--- src/fbrot_pkg.sv ---
// ----------------------------------------------------------------------------
// fbrot_pkg
// Types, register map and fixed field widths of the framebuffer pixel
// rotate/mirror address mapper.
// ----------------------------------------------------------------------------
package fbrot_pkg;

    // Fixed field widths of the pixel and result transfers
    localparam int PIX_W     = 13;
    localparam int OFS_W     = 12;
    localparam int DIMCFG_W  = 12;
    localparam int NAT_W     = 11;
    localparam int BIDX_W    = 19;
    localparam int MASK_W    = 8;
    localparam int BIT_SEL_W = 3;

    // Configuration port
    localparam int APB_AW = 5;
    localparam int APB_DW = 32;

    // Pixels per framebuffer byte, minus one, and the leftmost pixel's mask
    localparam logic [BIT_SEL_W-1:0] PIX_PER_BYTE_M1 = 3'd7;
    localparam logic [MASK_W-1:0]    BIT_MASK_MSB    = 8'h80;

    // Register reset values
    localparam logic [DIMCFG_W-1:0] PANEL_WIDTH_RST  = 12'd128;
    localparam logic [DIMCFG_W-1:0] PANEL_HEIGHT_RST = 12'd296;

    typedef enum logic [1:0] {
        ORI_0,
        ORI_90,
        ORI_180,
        ORI_270
    } orient_t;

    typedef enum logic [2:0] {
        REG_PANEL_WIDTH,
        REG_PANEL_HEIGHT,
        REG_ORIENTATION,
        REG_FLIP_HORIZONTAL,
        REG_FLIP_VERTICAL,
        REG_INVERT_PIXELS,
        REG_OFFSET_X,
        REG_OFFSET_Y
    } reg_idx_t;

    typedef struct packed {
        logic [DIMCFG_W-1:0]      panel_width;
        logic [DIMCFG_W-1:0]      panel_height;
        orient_t                  orientation;
        logic                     flip_horizontal;
        logic                     flip_vertical;
        logic                     invert_pixels;
        logic signed [OFS_W-1:0]  offset_x;
        logic signed [OFS_W-1:0]  offset_y;
    } cfg_t;

    // Saturate a configured panel dimension to the supported maximum
    function automatic int clamp_dim(input logic [DIMCFG_W-1:0] dim, input int max_dim);
        int d;
        d = int'(dim);
        return (d > max_dim) ? max_dim : d;
    endfunction

endpackage

--- src/framebuffer_pixel_rotate_map_core.sv ---
// ----------------------------------------------------------------------------
// framebuffer_pixel_rotate_map_core
// Maps user-space 1 bpp pixels to native framebuffer byte index, bit mask
// and stored value, with clipping, rotation, mirroring and inversion.
//
//   channel   direction  transfer when         payload
//   s_        in         s_valid && s_ready    pixel_x, pixel_y, pixel_bit
//   m_        out        m_valid && m_ready    written, native_x/y, byte_index,
//                                              bit_mask, pixel_value
//   APB       in         psel&penable&pwrite   eight config registers
//
// One pixel per clock sustained while m_ready is high. An accepted pixel
// passes the input register, mapped register and result register in turn.
// The coordinate mapper sits in the first stage, the row-times-stride
// multiply in the second. Each stage advances when the one after it is empty
// or moving, so a stalled m_ready fills up to three pixels before s_ready drops.
// Reset (aresetn low, synchronous) empties the pipeline and restores the
// register reset values.
// ----------------------------------------------------------------------------
module framebuffer_pixel_rotate_map_core #(
    parameter int MAX_DIM = 2048
) (
    input  logic                                   aclk,
    input  logic                                   aresetn,

    input  logic                                   s_valid,
    output logic                                   s_ready,
    input  logic signed [fbrot_pkg::PIX_W-1:0]     s_pixel_x,
    input  logic signed [fbrot_pkg::PIX_W-1:0]     s_pixel_y,
    input  logic                                   s_pixel_bit,

    output logic                                   m_valid,
    input  logic                                   m_ready,
    output logic                                   m_written,
    output logic [fbrot_pkg::NAT_W-1:0]            m_native_x,
    output logic [fbrot_pkg::NAT_W-1:0]            m_native_y,
    output logic [fbrot_pkg::BIDX_W-1:0]           m_byte_index,
    output logic [fbrot_pkg::MASK_W-1:0]           m_bit_mask,
    output logic                                   m_pixel_value,

    input  logic                                   psel,
    input  logic                                   penable,
    input  logic                                   pwrite,
    input  logic [fbrot_pkg::APB_AW-1:0]           paddr,
    input  logic [fbrot_pkg::APB_DW-1:0]           pwdata,
    output logic [fbrot_pkg::APB_DW-1:0]           prdata,
    output logic                                   pready
);

    localparam int DIM_W = $clog2(MAX_DIM + 1);
    localparam int CRD_W = $clog2(MAX_DIM);
    localparam int PRD_W = CRD_W + DIM_W;
    localparam int IDX_W = fbrot_pkg::BIDX_W + PRD_W;
    localparam int NXW_W = fbrot_pkg::NAT_W + CRD_W;

    // ------------------------------------------------------------------
    // Configuration registers
    // ------------------------------------------------------------------
    fbrot_pkg::cfg_t     cfg_reg, cfg_next;
    fbrot_pkg::reg_idx_t reg_idx;
    logic                cfg_wr;

    assign pready  = 1'b1;
    assign reg_idx = fbrot_pkg::reg_idx_t'(paddr[fbrot_pkg::APB_AW-1:2]);
    assign cfg_wr  = psel && penable && pwrite && pready;

    // Decode register writes
    always_comb begin
        cfg_next = cfg_reg;
        if (cfg_wr) begin
            case (reg_idx)
                fbrot_pkg::REG_PANEL_WIDTH:
                    cfg_next.panel_width = pwdata[fbrot_pkg::DIMCFG_W-1:0];
                fbrot_pkg::REG_PANEL_HEIGHT:
                    cfg_next.panel_height = pwdata[fbrot_pkg::DIMCFG_W-1:0];
                fbrot_pkg::REG_ORIENTATION:
                    cfg_next.orientation = fbrot_pkg::orient_t'(pwdata[1:0]);
                fbrot_pkg::REG_FLIP_HORIZONTAL:
                    cfg_next.flip_horizontal = pwdata[0];
                fbrot_pkg::REG_FLIP_VERTICAL:
                    cfg_next.flip_vertical = pwdata[0];
                fbrot_pkg::REG_INVERT_PIXELS:
                    cfg_next.invert_pixels = pwdata[0];
                fbrot_pkg::REG_OFFSET_X:
                    cfg_next.offset_x = pwdata[fbrot_pkg::OFS_W-1:0];
                fbrot_pkg::REG_OFFSET_Y:
                    cfg_next.offset_y = pwdata[fbrot_pkg::OFS_W-1:0];
                default: ;
            endcase
        end
    end

    always_ff @(posedge aclk) begin
        if (!aresetn) begin
            cfg_reg.panel_width     <= fbrot_pkg::PANEL_WIDTH_RST;
            cfg_reg.panel_height    <= fbrot_pkg::PANEL_HEIGHT_RST;
            cfg_reg.orientation     <= fbrot_pkg::ORI_0;
            cfg_reg.flip_horizontal <= 1'b0;
            cfg_reg.flip_vertical   <= 1'b0;
            cfg_reg.invert_pixels   <= 1'b0;
            cfg_reg.offset_x        <= '0;
            cfg_reg.offset_y        <= '0;
        end else begin
            cfg_reg <= cfg_next;
        end
    end

    // Read back the addressed register
    always_comb begin
        case (reg_idx)
            fbrot_pkg::REG_PANEL_WIDTH:
                prdata = fbrot_pkg::APB_DW'(cfg_reg.panel_width);
            fbrot_pkg::REG_PANEL_HEIGHT:
                prdata = fbrot_pkg::APB_DW'(cfg_reg.panel_height);
            fbrot_pkg::REG_ORIENTATION:
                prdata = fbrot_pkg::APB_DW'(cfg_reg.orientation);
            fbrot_pkg::REG_FLIP_HORIZONTAL:
                prdata = fbrot_pkg::APB_DW'(cfg_reg.flip_horizontal);
            fbrot_pkg::REG_FLIP_VERTICAL:
                prdata = fbrot_pkg::APB_DW'(cfg_reg.flip_vertical);
            fbrot_pkg::REG_INVERT_PIXELS:
                prdata = fbrot_pkg::APB_DW'(cfg_reg.invert_pixels);
            fbrot_pkg::REG_OFFSET_X:
                prdata = fbrot_pkg::APB_DW'($unsigned(fbrot_pkg::APB_DW'(cfg_reg.offset_x)));
            fbrot_pkg::REG_OFFSET_Y:
                prdata = fbrot_pkg::APB_DW'($unsigned(fbrot_pkg::APB_DW'(cfg_reg.offset_y)));
            default:
                prdata = '0;
        endcase
    end

    // ------------------------------------------------------------------
    // Pipeline control: each stage loads when it is empty or drains
    // ------------------------------------------------------------------
    logic in_vld_reg, map_vld_reg, out_vld_reg;
    logic in_en, map_en, out_en;

    assign out_en  = !out_vld_reg || m_ready;
    assign map_en  = !map_vld_reg || out_en;
    assign in_en   = !in_vld_reg || map_en;
    assign s_ready = in_en;
    assign m_valid = out_vld_reg;

    always_ff @(posedge aclk) begin
        if (!aresetn) begin
            in_vld_reg  <= 1'b0;
            map_vld_reg <= 1'b0;
            out_vld_reg <= 1'b0;
        end else begin
            if (in_en) begin
                in_vld_reg <= s_valid;
            end
            if (map_en) begin
                map_vld_reg <= in_vld_reg;
            end
            if (out_en) begin
                out_vld_reg <= map_vld_reg;
            end
        end
    end

    // ------------------------------------------------------------------
    // Input stage: hold the accepted pixel
    // ------------------------------------------------------------------
    logic signed [fbrot_pkg::PIX_W-1:0] px_reg, py_reg;
    logic                               pbit_reg;

    always_ff @(posedge aclk) begin
        if (in_en && s_valid) begin
            px_reg   <= s_pixel_x;
            py_reg   <= s_pixel_y;
            pbit_reg <= s_pixel_bit;
        end
    end

    // ------------------------------------------------------------------
    // Map stage: clip, rotate, mirror
    // ------------------------------------------------------------------
    logic             map_written;
    logic [CRD_W-1:0] map_nx, map_ny;

    fbrot_map #(
        .MAX_DIM (MAX_DIM)
    ) u_map (
        .cfg     (cfg_reg),
        .pixel_x (px_reg),
        .pixel_y (py_reg),
        .written (map_written),
        .nat_x   (map_nx),
        .nat_y   (map_ny)
    );

    logic             wr_reg;
    logic [CRD_W-1:0] nx_reg, ny_reg;
    logic             val_reg;

    always_ff @(posedge aclk) begin
        if (map_en && in_vld_reg) begin
            wr_reg  <= map_written;
            nx_reg  <= map_nx;
            ny_reg  <= map_ny;
            val_reg <= pbit_reg ^ cfg_reg.invert_pixels;
        end
    end

    // ------------------------------------------------------------------
    // Address stage: row times stride plus column byte, bit mask
    // ------------------------------------------------------------------
    logic [DIM_W-1:0] dim_w;
    logic [DIM_W:0]   w_round;
    logic [DIM_W-1:0] stride;
    logic [PRD_W-1:0] row_base;
    logic [IDX_W-1:0] idx_wide;
    logic [NXW_W-1:0] nx_wide, ny_wide;

    logic                          res_written;
    logic [fbrot_pkg::NAT_W-1:0]   res_nx, res_ny;
    logic [fbrot_pkg::BIDX_W-1:0]  res_idx;
    logic [fbrot_pkg::MASK_W-1:0]  res_mask;
    logic                          res_val;

    always_comb begin
        dim_w    = DIM_W'(fbrot_pkg::clamp_dim(cfg_reg.panel_width, MAX_DIM));
        w_round  = (DIM_W + 1)'(dim_w) + (DIM_W + 1)'(fbrot_pkg::PIX_PER_BYTE_M1);
        stride   = DIM_W'(w_round >> fbrot_pkg::BIT_SEL_W);
        row_base = PRD_W'(ny_reg) * PRD_W'(stride);
        idx_wide = IDX_W'(row_base) + IDX_W'(nx_reg >> fbrot_pkg::BIT_SEL_W);
        nx_wide  = NXW_W'(nx_reg);
        ny_wide  = NXW_W'(ny_reg);

        // Drop every field of a clipped pixel
        res_written = wr_reg;
        if (wr_reg) begin
            res_nx   = nx_wide[fbrot_pkg::NAT_W-1:0];
            res_ny   = ny_wide[fbrot_pkg::NAT_W-1:0];
            res_idx  = idx_wide[fbrot_pkg::BIDX_W-1:0];
            res_mask = fbrot_pkg::BIT_MASK_MSB >> nx_reg[fbrot_pkg::BIT_SEL_W-1:0];
            res_val  = val_reg;
        end else begin
            res_nx   = '0;
            res_ny   = '0;
            res_idx  = '0;
            res_mask = '0;
            res_val  = 1'b0;
        end
    end

    // Result register
    always_ff @(posedge aclk) begin
        if (out_en && map_vld_reg) begin
            m_written     <= res_written;
            m_native_x    <= res_nx;
            m_native_y    <= res_ny;
            m_byte_index  <= res_idx;
            m_bit_mask    <= res_mask;
            m_pixel_value <= res_val;
        end
    end

endmodule

--- src/fbrot_map.sv ---
// ----------------------------------------------------------------------------
// fbrot_map
// Coordinate mapper: applies the offsets, clips against the visible area
// and rotates and mirrors the point into native panel space.
// ----------------------------------------------------------------------------
module fbrot_map #(
    parameter int MAX_DIM = 2048
) (
    input  fbrot_pkg::cfg_t                         cfg,
    input  logic signed [fbrot_pkg::PIX_W-1:0]      pixel_x,
    input  logic signed [fbrot_pkg::PIX_W-1:0]      pixel_y,
    output logic                                    written,
    output logic [$clog2(MAX_DIM)-1:0]              nat_x,
    output logic [$clog2(MAX_DIM)-1:0]              nat_y
);

    localparam int DIM_W = $clog2(MAX_DIM + 1);
    localparam int CRD_W = $clog2(MAX_DIM);
    localparam int SUM_W = fbrot_pkg::PIX_W + 1;
    localparam int CW    = (DIM_W + 1 > SUM_W) ? DIM_W + 1 : SUM_W;
    localparam logic signed [CW-1:0] ONE = CW'(1);

    logic [DIM_W-1:0]     w, h;
    logic signed [CW-1:0] ux, uy, ws, hs, vws, vhs;
    logic signed [CW-1:0] rx0, ry0, rx1, ry1;
    logic                 land;

    always_comb begin
        // Saturate dimensions and shift the point by the offsets
        w   = DIM_W'(fbrot_pkg::clamp_dim(cfg.panel_width, MAX_DIM));
        h   = DIM_W'(fbrot_pkg::clamp_dim(cfg.panel_height, MAX_DIM));
        ws  = CW'(w);
        hs  = CW'(h);
        ux  = CW'(pixel_x) + CW'(cfg.offset_x);
        uy  = CW'(pixel_y) + CW'(cfg.offset_y);

        // Visible area swaps width and height in landscape orientations
        land = (cfg.orientation == fbrot_pkg::ORI_90) ||
               (cfg.orientation == fbrot_pkg::ORI_270);
        vws  = land ? hs : ws;
        vhs  = land ? ws : hs;

        written = !(ux[CW-1] || uy[CW-1] || (ux >= vws) || (uy >= vhs));

        // Rotate into native space
        case (cfg.orientation)
            fbrot_pkg::ORI_90: begin
                rx0 = ws - ONE - uy;
                ry0 = ux;
            end
            fbrot_pkg::ORI_180: begin
                rx0 = ws - ONE - ux;
                ry0 = hs - ONE - uy;
            end
            fbrot_pkg::ORI_270: begin
                rx0 = uy;
                ry0 = hs - ONE - ux;
            end
            default: begin
                rx0 = ux;
                ry0 = uy;
            end
        endcase

        // Mirror after rotation
        rx1 = cfg.flip_horizontal ? (ws - ONE - rx0) : rx0;
        ry1 = cfg.flip_vertical   ? (hs - ONE - ry0) : ry0;

        nat_x = CRD_W'(rx1);
        nat_y = CRD_W'(ry1);
    end

endmodule

--- config.mk ---
export PLATFORM = sky130hd
export DESIGN_NAME = framebuffer_pixel_rotate_map_core
export DESIGN_NICKNAME = d
export VERILOG_FILES = /design/src/fbrot_pkg.sv /design/src/framebuffer_pixel_rotate_map_core.sv /design/src/fbrot_map.sv
export SDC_FILE = /design/constraint.sdc
export NUM_CORES = 1
export LEC_CHECK = 0
export BUFFER_PORTS_ARGS = -buffer_cell sky130_fd_sc_hd__buf_4
export CAP_MARGIN = 20
export CORE_UTILIZATION = 61
export DETAILED_ROUTE_END_ITERATION = 6
export HOLD_SLACK_MARGIN = 0.02
export MAX_ROUTING_LAYER = met4
export PLACE_DENSITY = 0.82
export SETUP_SLACK_MARGIN = 0.15
export SYNTH_ARGS = -nofsm -noshare
export SYNTH_HDL_FRONTEND = slang
export SYNTH_SLANG_ARGS = --single-unit
--- constraint.sdc ---
create_clock -name aclk -period 9 [get_ports aclk]
set_input_delay 0.45 -clock aclk [delete_from_list [all_inputs] [get_ports aclk]]
set_output_delay 0.45 -clock aclk [all_outputs]
set_load 0.02 [all_outputs]
==> results of run 1 <==
[per-stage QoR]
step / setup slack (ns) / cells
2_1_floorplan: 2.66 / 1619
3_3_place_gp: 1.46 / 1982
3_5_place_dp: 1.31 / 1982
4_1_cts: 1.26 / 2014
5_1_grt: 0.643 / 2016
6_report: 1.11 / 2016
[layer usage]
layer | up-vias | track usage (%)
met3 | 65 | 3.33
met2 | 413 | 52.3
met1 | 5708 | 35.8
li1 | 5661 | -
met4 | 0 | 11.1
met5 | - | -
[final cells by class]
type	instances	area share, %
clock buffer	20	2.80
clock inverter	12	0.589
inverter	133	3.05
multi-input combinational	1226	58.7
sequential	158	25.6
tap	319	2.44
timing repair buffer	148	6.79
[cells by family (layout without fill, tap and decap cells)]
kind of cell / after synthesis / in the layout
AO/OA/AOI/OAI: 316 / 316
XOR/XNOR: 83 / 83
adder cells (fa/ha/maj): 232 / 232
buffers and inverters: 235 / 313
flip-flops: 158 / 158
multiplexers: 68 / 68
other: 2 / 10
AND/OR/NAND/NOR: 517 / 517
[power by group through the flow]
stage          clock, µW  combinational [µW]  sequential [µW]
6_report             711                 461              821
5_1_grt              734                 516              824
4_1_cts              710                 459              821
3_5_place_dp           0                 454              837
3_3_place_gp           0                 435              835
2_1_floorplan          0                 338              833
[how the worst max path moves through the flow]
stage                                                 to                     start  slack, ns  depth (start not counted)
after floorplan           m_byte_index[18]$_SDFFCE_PN0P_  cfg_reg[43]$_SDFFE_PN0P_       2.66                         27
after global placement    m_byte_index[18]$_SDFFCE_PN0P_  cfg_reg[43]$_SDFFE_PN0P_       1.46                         25
after detailed placement  m_byte_index[18]$_SDFFCE_PN0P_  cfg_reg[44]$_SDFFE_PN0P_       1.31                         25
after CTS                 m_byte_index[18]$_SDFFCE_PN0P_  cfg_reg[43]$_SDFFE_PN0P_       1.26                         25
after global routing      m_byte_index[17]$_SDFFCE_PN0P_  cfg_reg[43]$_SDFFE_PN0P_       0.64                         24
final                     m_byte_index[18]$_SDFFCE_PN0P_  cfg_reg[43]$_SDFFE_PN0P_       1.11                         25
[synthesized netlist by cell type, drive strengths merged, types with 14 or more instances]
cell type / number / area, µm²
a21boi: 24 / 180
a21o: 30 / 225
a21oi: 59 / 295
a31oi: 26 / 163
and2: 75 / 469
buf: 33 / 218
clkbuf: 69 / 259
dfxtp: 56 / 1120
edfxtp: 102 / 3060
fa: 83 / 1660
ha: 149 / 1860
inv: 133 / 499
mux2i: 63 / 631
nand2: 181 / 679
nand2b: 17 / 106
nand3: 24 / 120
nor2: 91 / 342
nor2b: 50 / 313
nor3: 24 / 125
o21a: 14 / 106
o21ai: 84 / 424
xnor2: 45 / 402
xor2: 38 / 333
[worst reg2reg max path, delay by kind of cell (launching register included)]
kind / cells / cell delay [ns]
AO/OA/AOI/OAI: 7 / 2.36
XOR/XNOR: 1 / 0.16
adder cells (fa/ha/maj): 6 / 2.68
buffers and inverters: 3 / 0.17
flip-flops: 1 / 0.42
AND/OR/NAND/NOR: 8 / 1.85
==> impl_metrics.py, run 1 <==
metrics = {
    "outcome": {
        "run_status": "complete, no violations",
    },
    "sta": {
        "fin_crit_ns": 7.89,
        "hold_viol": 0,
        "clock.fmax_ghz": 0.127,
        "hold_slack_ns": 0.184,
        "fin_tns_setup_ns": 0,
        "setup_viol": 0,
        "slew_headroom_pct": 26.3,
        "rsz0062_at_grt": "false",
        "finalCritPeriodShare_pct": 87.7,
        "skew_ns": 0.0140,
        "worstMarginPinSlew_ns": 1.10,
        "slew_viol_final": 0,
    },
    "floorplanning": {
        "ioPinCount": 157,
        "placementRows": 56,
        "start_util_pct": 62.5,
        "die_x_um": 157,
        "die_y_um": 157,
        "dieArea_um2": 24700,
        "coreArea_um2": 23500,
    },
    "finish": {
        "nNetsFinal": 1987,
        "post-route-cell-area_um2": 16400,
        "final_cell_mix": "nand2_1 (181), ha_1 (149), buf_4 (148)",
        "drive_gt1_share_pct": 12.2,
        "mostFrequentLayoutCell": "nand2_1",
        "register_area_um2": 4180,
        "multi_input_area_um2": 9610,
        "largest_register_ffs": 53,
        "finish.utilization_pct": 69.5,
        "syn2layout_area_growth_pct": 11.2,
        "num-fill-cells": 1840,
        "diodes": 0,
    },
    "yosys": {
        "async_flop_share_pct": 0,
        "synth_top_family_by_area": "adder cells",
        "synth_edf_count": 102,
        "avgSynthCellArea_um2": 9.13,
        "syn_area_um2": 14700,
        "synthAdderAreaFrac_pct": 24.0,
        "synthSimpleGateAreaFrac_pct": 17.3,
        "synth_compound_area_share_pct": 13.9,
        "synthCells": 1611,
        "synth_seq_cells": 158,
        "ys_seq_area_share_pct": 28.4,
        "synth-xor-area-share_pct": 4.99,
        "synthFlopType": "edfxtp_1",
        "synth.distinct_cells": 71,
        "synth_mux_area_share_pct": 4.67,
        "yosysWarnings": 0,
    },
    "clock_network": {
        "numCtsBuffers": 17,
        "htree_levels": 4,
        "clockBufferDepth": 2,
        "clk_pin_slew_ns": 0.07,
        "cts_resized": 0,
        "cts_tree": "built",
        "clock_sinks": 158,
        "hold_buffers": 0,
        "insertion_delay_ns": 0.44,
        "root_buffer": "clkbuf_16",
        "cts_setup_buffers": 0,
    },
    "worst_hold_path": {
        "holdPathStages": 1,
        "min_path_type": "in -> reg",
        "min-delay-start": "s_pixel_x[5]",
        "whs_endpoint": "px_reg[5]$_DFFE_PP_",
    },
    "global_routing": {
        "grt_pass1_wl_um": 56400,
        "grt_antenna_before_repair": 0,
        "grt_max_degree": 57,
        "grt-ovfl-total": 0,
        "grt_usage_pct": 30.1,
        "grt_pass1_vias": 11716,
    },
    "critical_path": {
        "r2r_start": "cfg_reg[43]$_SDFFE_PN0P_",
        "critPathTopFamily": "adder cells",
        "crit_slowest_cell": "a21oi_1",
        "crit_arrival_ns": 8.06,
        "path_class": "reg -> reg",
        "crit_path_end_kind": "register",
        "reg2reg_depth": 25,
        "cp-start-kind": "register",
        "r2r_slack_ns": 1.11,
        "crit_path_max_fanout": 11,
        "crit_buf_inv": 3,
        "cp_common_cell": "fa_1",
        "required_ns": 9.17,
        "r2r_end": "m_byte_index[18]$_SDFFCE_PN0P_",
        "slowest_delay_ns": 0.85,
    },
    "detailed_routing": {
        "totalWireLength_um": 34900,
        "m1WireLength_um": 14600,
        "wl_met3_um": 1860,
        "drtIter0Drc": 738,
        "ant_nets": 0,
        "wl_per_cell_um": 17.3,
        "dr.pass1.iters": 5,
        "via_per_inst": 5.88,
        "routed-via-count": 11847,
        "wl_met2_um": 17600,
        "drcViolationCount": 0,
        "top_layer": "met4",
    },
    "power": {
        "internal_power_uw": 1380,
        "ir_drop_v": 0.000107,
        "power_frac_seq_pct": 41.2,
        "p_clk_share_pct": 35.7,
        "power_density_nw_per_um2": 122,
        "p_sw_share_pct": 31.0,
        "finalPower_uw": 1990,
        "power_leakage_uw": 0.00713,
        "p_sw_uw": 618,
        "share_comb_of_total_power_pct": 23.2,
    },
    "place": {
        "hpwlAfterDp_um": 27100,
        "gp_congestion": 0.920,
        "post_dp_cell_area_um2": 15800,
        "portBuffers": 133,
    },
    "job": {
        "maxCapViolations": 0,
    },
}
Power figures use the tool's default switching activity.
==> run 2, diff against run 1 <==
--- a/config.mk
+++ b/config.mk
@@ -7,11 +7,13 @@
 export LEC_CHECK = 0
 export BUFFER_PORTS_ARGS = -buffer_cell sky130_fd_sc_hd__buf_4
 export CAP_MARGIN = 20
-export CORE_UTILIZATION = 61
+export CELL_PAD_IN_SITES_DETAIL_PLACEMENT = 1
+export CELL_PAD_IN_SITES_GLOBAL_PLACEMENT = 1
+export CORE_UTILIZATION = 47
 export DETAILED_ROUTE_END_ITERATION = 6
 export HOLD_SLACK_MARGIN = 0.02
 export MAX_ROUTING_LAYER = met4
-export PLACE_DENSITY = 0.82
+export PLACE_DENSITY_LB_ADDON = 0.1
 export SETUP_SLACK_MARGIN = 0.15
 export SYNTH_ARGS = -nofsm -noshare
 export SYNTH_HDL_FRONTEND = slang
==> impl_metrics.py, run 2 (same netlist as run 1, synthesis figures left out) <==
metrics = {
    "clock_network": {
        "hold_buffers": 0,
        "htree_levels": 4,
        "root_buffer": "clkbuf_16",
        "cts_tree": "built",
        "clockBufferDepth": 2,
        "cts_setup_buffers": 0,
        "clk_pin_slew_ns": 0.07,
        "cts_resized": 0,
        "insertion_delay_ns": 0.47,
        "numCtsBuffers": 17,
        "clock_sinks": 158,
    },
    "sta": {
        "skew_ns": 0.0148,
        "hold_viol": 0,
        "worstMarginPinSlew_ns": 1.02,
        "clock.fmax_ghz": 0.130,
        "fin_crit_ns": 7.70,
        "slew_viol_final": 0,
        "rsz0062_at_grt": "false",
        "fin_tns_setup_ns": 0,
        "finalCritPeriodShare_pct": 85.5,
        "setup_viol": 0,
        "slew_headroom_pct": 30.9,
    },
    "place": {
        "post_dp_cell_area_um2": 15900,
        "hpwlAfterDp_um": 31600,
        "portBuffers": 133,
        "gp_congestion": 0.876,
    },
    "critical_path": {
        "critPathTopFamily": "adder cells",
        "cp_common_cell": "fa_1",
        "slowest_delay_ns": 0.77,
        "crit_path_end_kind": "register",
        "required_ns": 9.19,
        "path_class": "reg -> reg",
        "r2r_start": "cfg_reg[44]$_SDFFE_PN0P_",
        "crit_slowest_cell": "a21oi_1",
        "crit_buf_inv": 3,
        "crit_arrival_ns": 7.89,
        "worstSetupStartpoint": "cfg_reg[44]$_SDFFE_PN0P_",
        "crit_path_max_fanout": 11,
        "cp-start-kind": "register",
    },
    "finish": {
        "multi_input_area_um2": 9630,
        "register_area_um2": 4180,
        "nNetsFinal": 1990,
        "syn2layout_area_growth_pct": 12.3,
        "post-route-cell-area_um2": 16500,
        "largest_register_ffs": 53,
        "final_cell_mix": "nand2_1 (181), buf_4 (151), ha_1 (149)",
        "diodes": 0,
        "mostFrequentLayoutCell": "nand2_1",
        "num-fill-cells": 3552,
        "drive_gt1_share_pct": 12.5,
        "finish.utilization_pct": 53.9,
    },
    "detailed_routing": {
        "routed-via-count": 11786,
        "drtIter0Drc": 472,
        "via_per_inst": 5.63,
        "drcViolationCount": 0,
        "wl_per_cell_um": 19.2,
        "dr.pass1.iters": 5,
        "ant_nets": 0,
        "totalWireLength_um": 40300,
    },
    "worst_hold_path": {
        "min-delay-start": "s_pixel_x[12]",
        "min_path_type": "in -> reg",
    },
    "global_routing": {
        "grt_pass1_vias": 12583,
        "grt_pass1_wl_um": 65600,
        "grt-ovfl-total": 0,
        "grt_max_degree": 57,
        "grt_usage_pct": 27.4,
        "grt_antenna_before_repair": 0,
    },
    "job": {
        "maxCapViolations": 0,
    },
    "floorplanning": {
        "dieArea_um2": 32000,
        "die_x_um": 179,
        "die_y_um": 179,
        "ioPinCount": 157,
        "start_util_pct": 48.0,
        "coreArea_um2": 30700,
        "placementRows": 64,
    },
    "power": {
        "ir_drop_v": 0.000168,
        "power_leakage_uw": 0.00716,
        "power_density_nw_per_um2": 124,
    },
    "outcome": {
        "run_status": "complete, no violations",
    },
}
-- run 2: changes by cell type in the layout (fill, tap and decap cells not counted), sizes merged --
| cell | previous run | this run |
|---|---|---|
| inv | 141 | 138 |
| bufinv | 0 | 2 |
| buf | 148 | 151 |
| clkinv | 2 | 6 |
| clkinvlp | 2 | 1 |
| clkbuf | 20 | 17 |
-- run 2: layout make-up --
| type | instances | area share (%) |
|---|---|---|
| Multi-Input combinational cell | 1226 | 58.3 |
| Sequential cell | 158 | 25.3 |
| Timing Repair Buffer | 151 | 6.86 |
| Inverter | 133 | 3.02 |
| Tap cell | 396 | 3.00 |
| Clock buffer | 17 | 2.57 |
| Clock inverter | 14 | 0.946 |
-- run 2: path summary, 6_finish.rpt --
path,endpoint,slack [ns],cells past startpoint
worst min-delay path,px_reg[12]$_DFFE_PP_,0.16,1
worst max-delay path,m_byte_index[18]$_SDFFCE_PN0P_,1.30,25
worst max register to register,m_byte_index[18]$_SDFFCE_PN0P_,1.30,25
worst min register to register,m_pixel_value$_SDFFCE_PN0P_,0.54,1
-- run 2: where the power goes --
part	switching, µW	total, µW	internal, µW	leakage, µW
combinational	269	469	200	0.00544
clock	338	750	412	0.000285
sequential	22.2	823	800	0.00143
total	629	2040	1410	0.00716
-- run 2: worst register-to-register path, stage by stage, from the launching register on --
cell and delay, ns:
dfxtp_1 0.44, or4_4 0.58, or3_4 0.37, nor2_1 0.14, nand2_1 0.10, nor3_1 0.23
nor2_1 0.09, a21oi_1 0.77, nand2_1 0.18, fa_1 0.53, inv_1 0.05, fa_1 0.38
inv_1 0.07, fa_1 0.45, fa_1 0.50, fa_1 0.49, inv_1 0.04, ha_1 0.32
a21oi_1 0.14, o21ai_1 0.15, o41ai_1 0.54, o21ai_1 0.21, a31oi_1 0.31, o21ai_1 0.13
xnor2_1 0.16, nor2_1 0.05
-- run 2: routing by layer --
metal	GRT usage, %	routed length, µm	up-vias
met5	-	0	-
met4	8.97	980	0
met3	3.60	1340	62
met2	47.8	20600	237
met1	32.5	17400	5813
li1	-	-	5674
-- run 2: per-stage QoR --
step | total power, µW | hold WS (ns) | cells | setup slack [ns]
CTS | 2060 | 0.143 | 2094 | 1.25
floorplan | 1170 | 0.424 | 1619 | 2.66
global route | 2140 | 0.146 | 2095 | 0.689
global placement | 1290 | 0.515 | 2063 | 1.38
detailed placement | 1310 | 0.525 | 2063 | 1.27
finish | 2040 | 0.160 | 2095 | 1.30
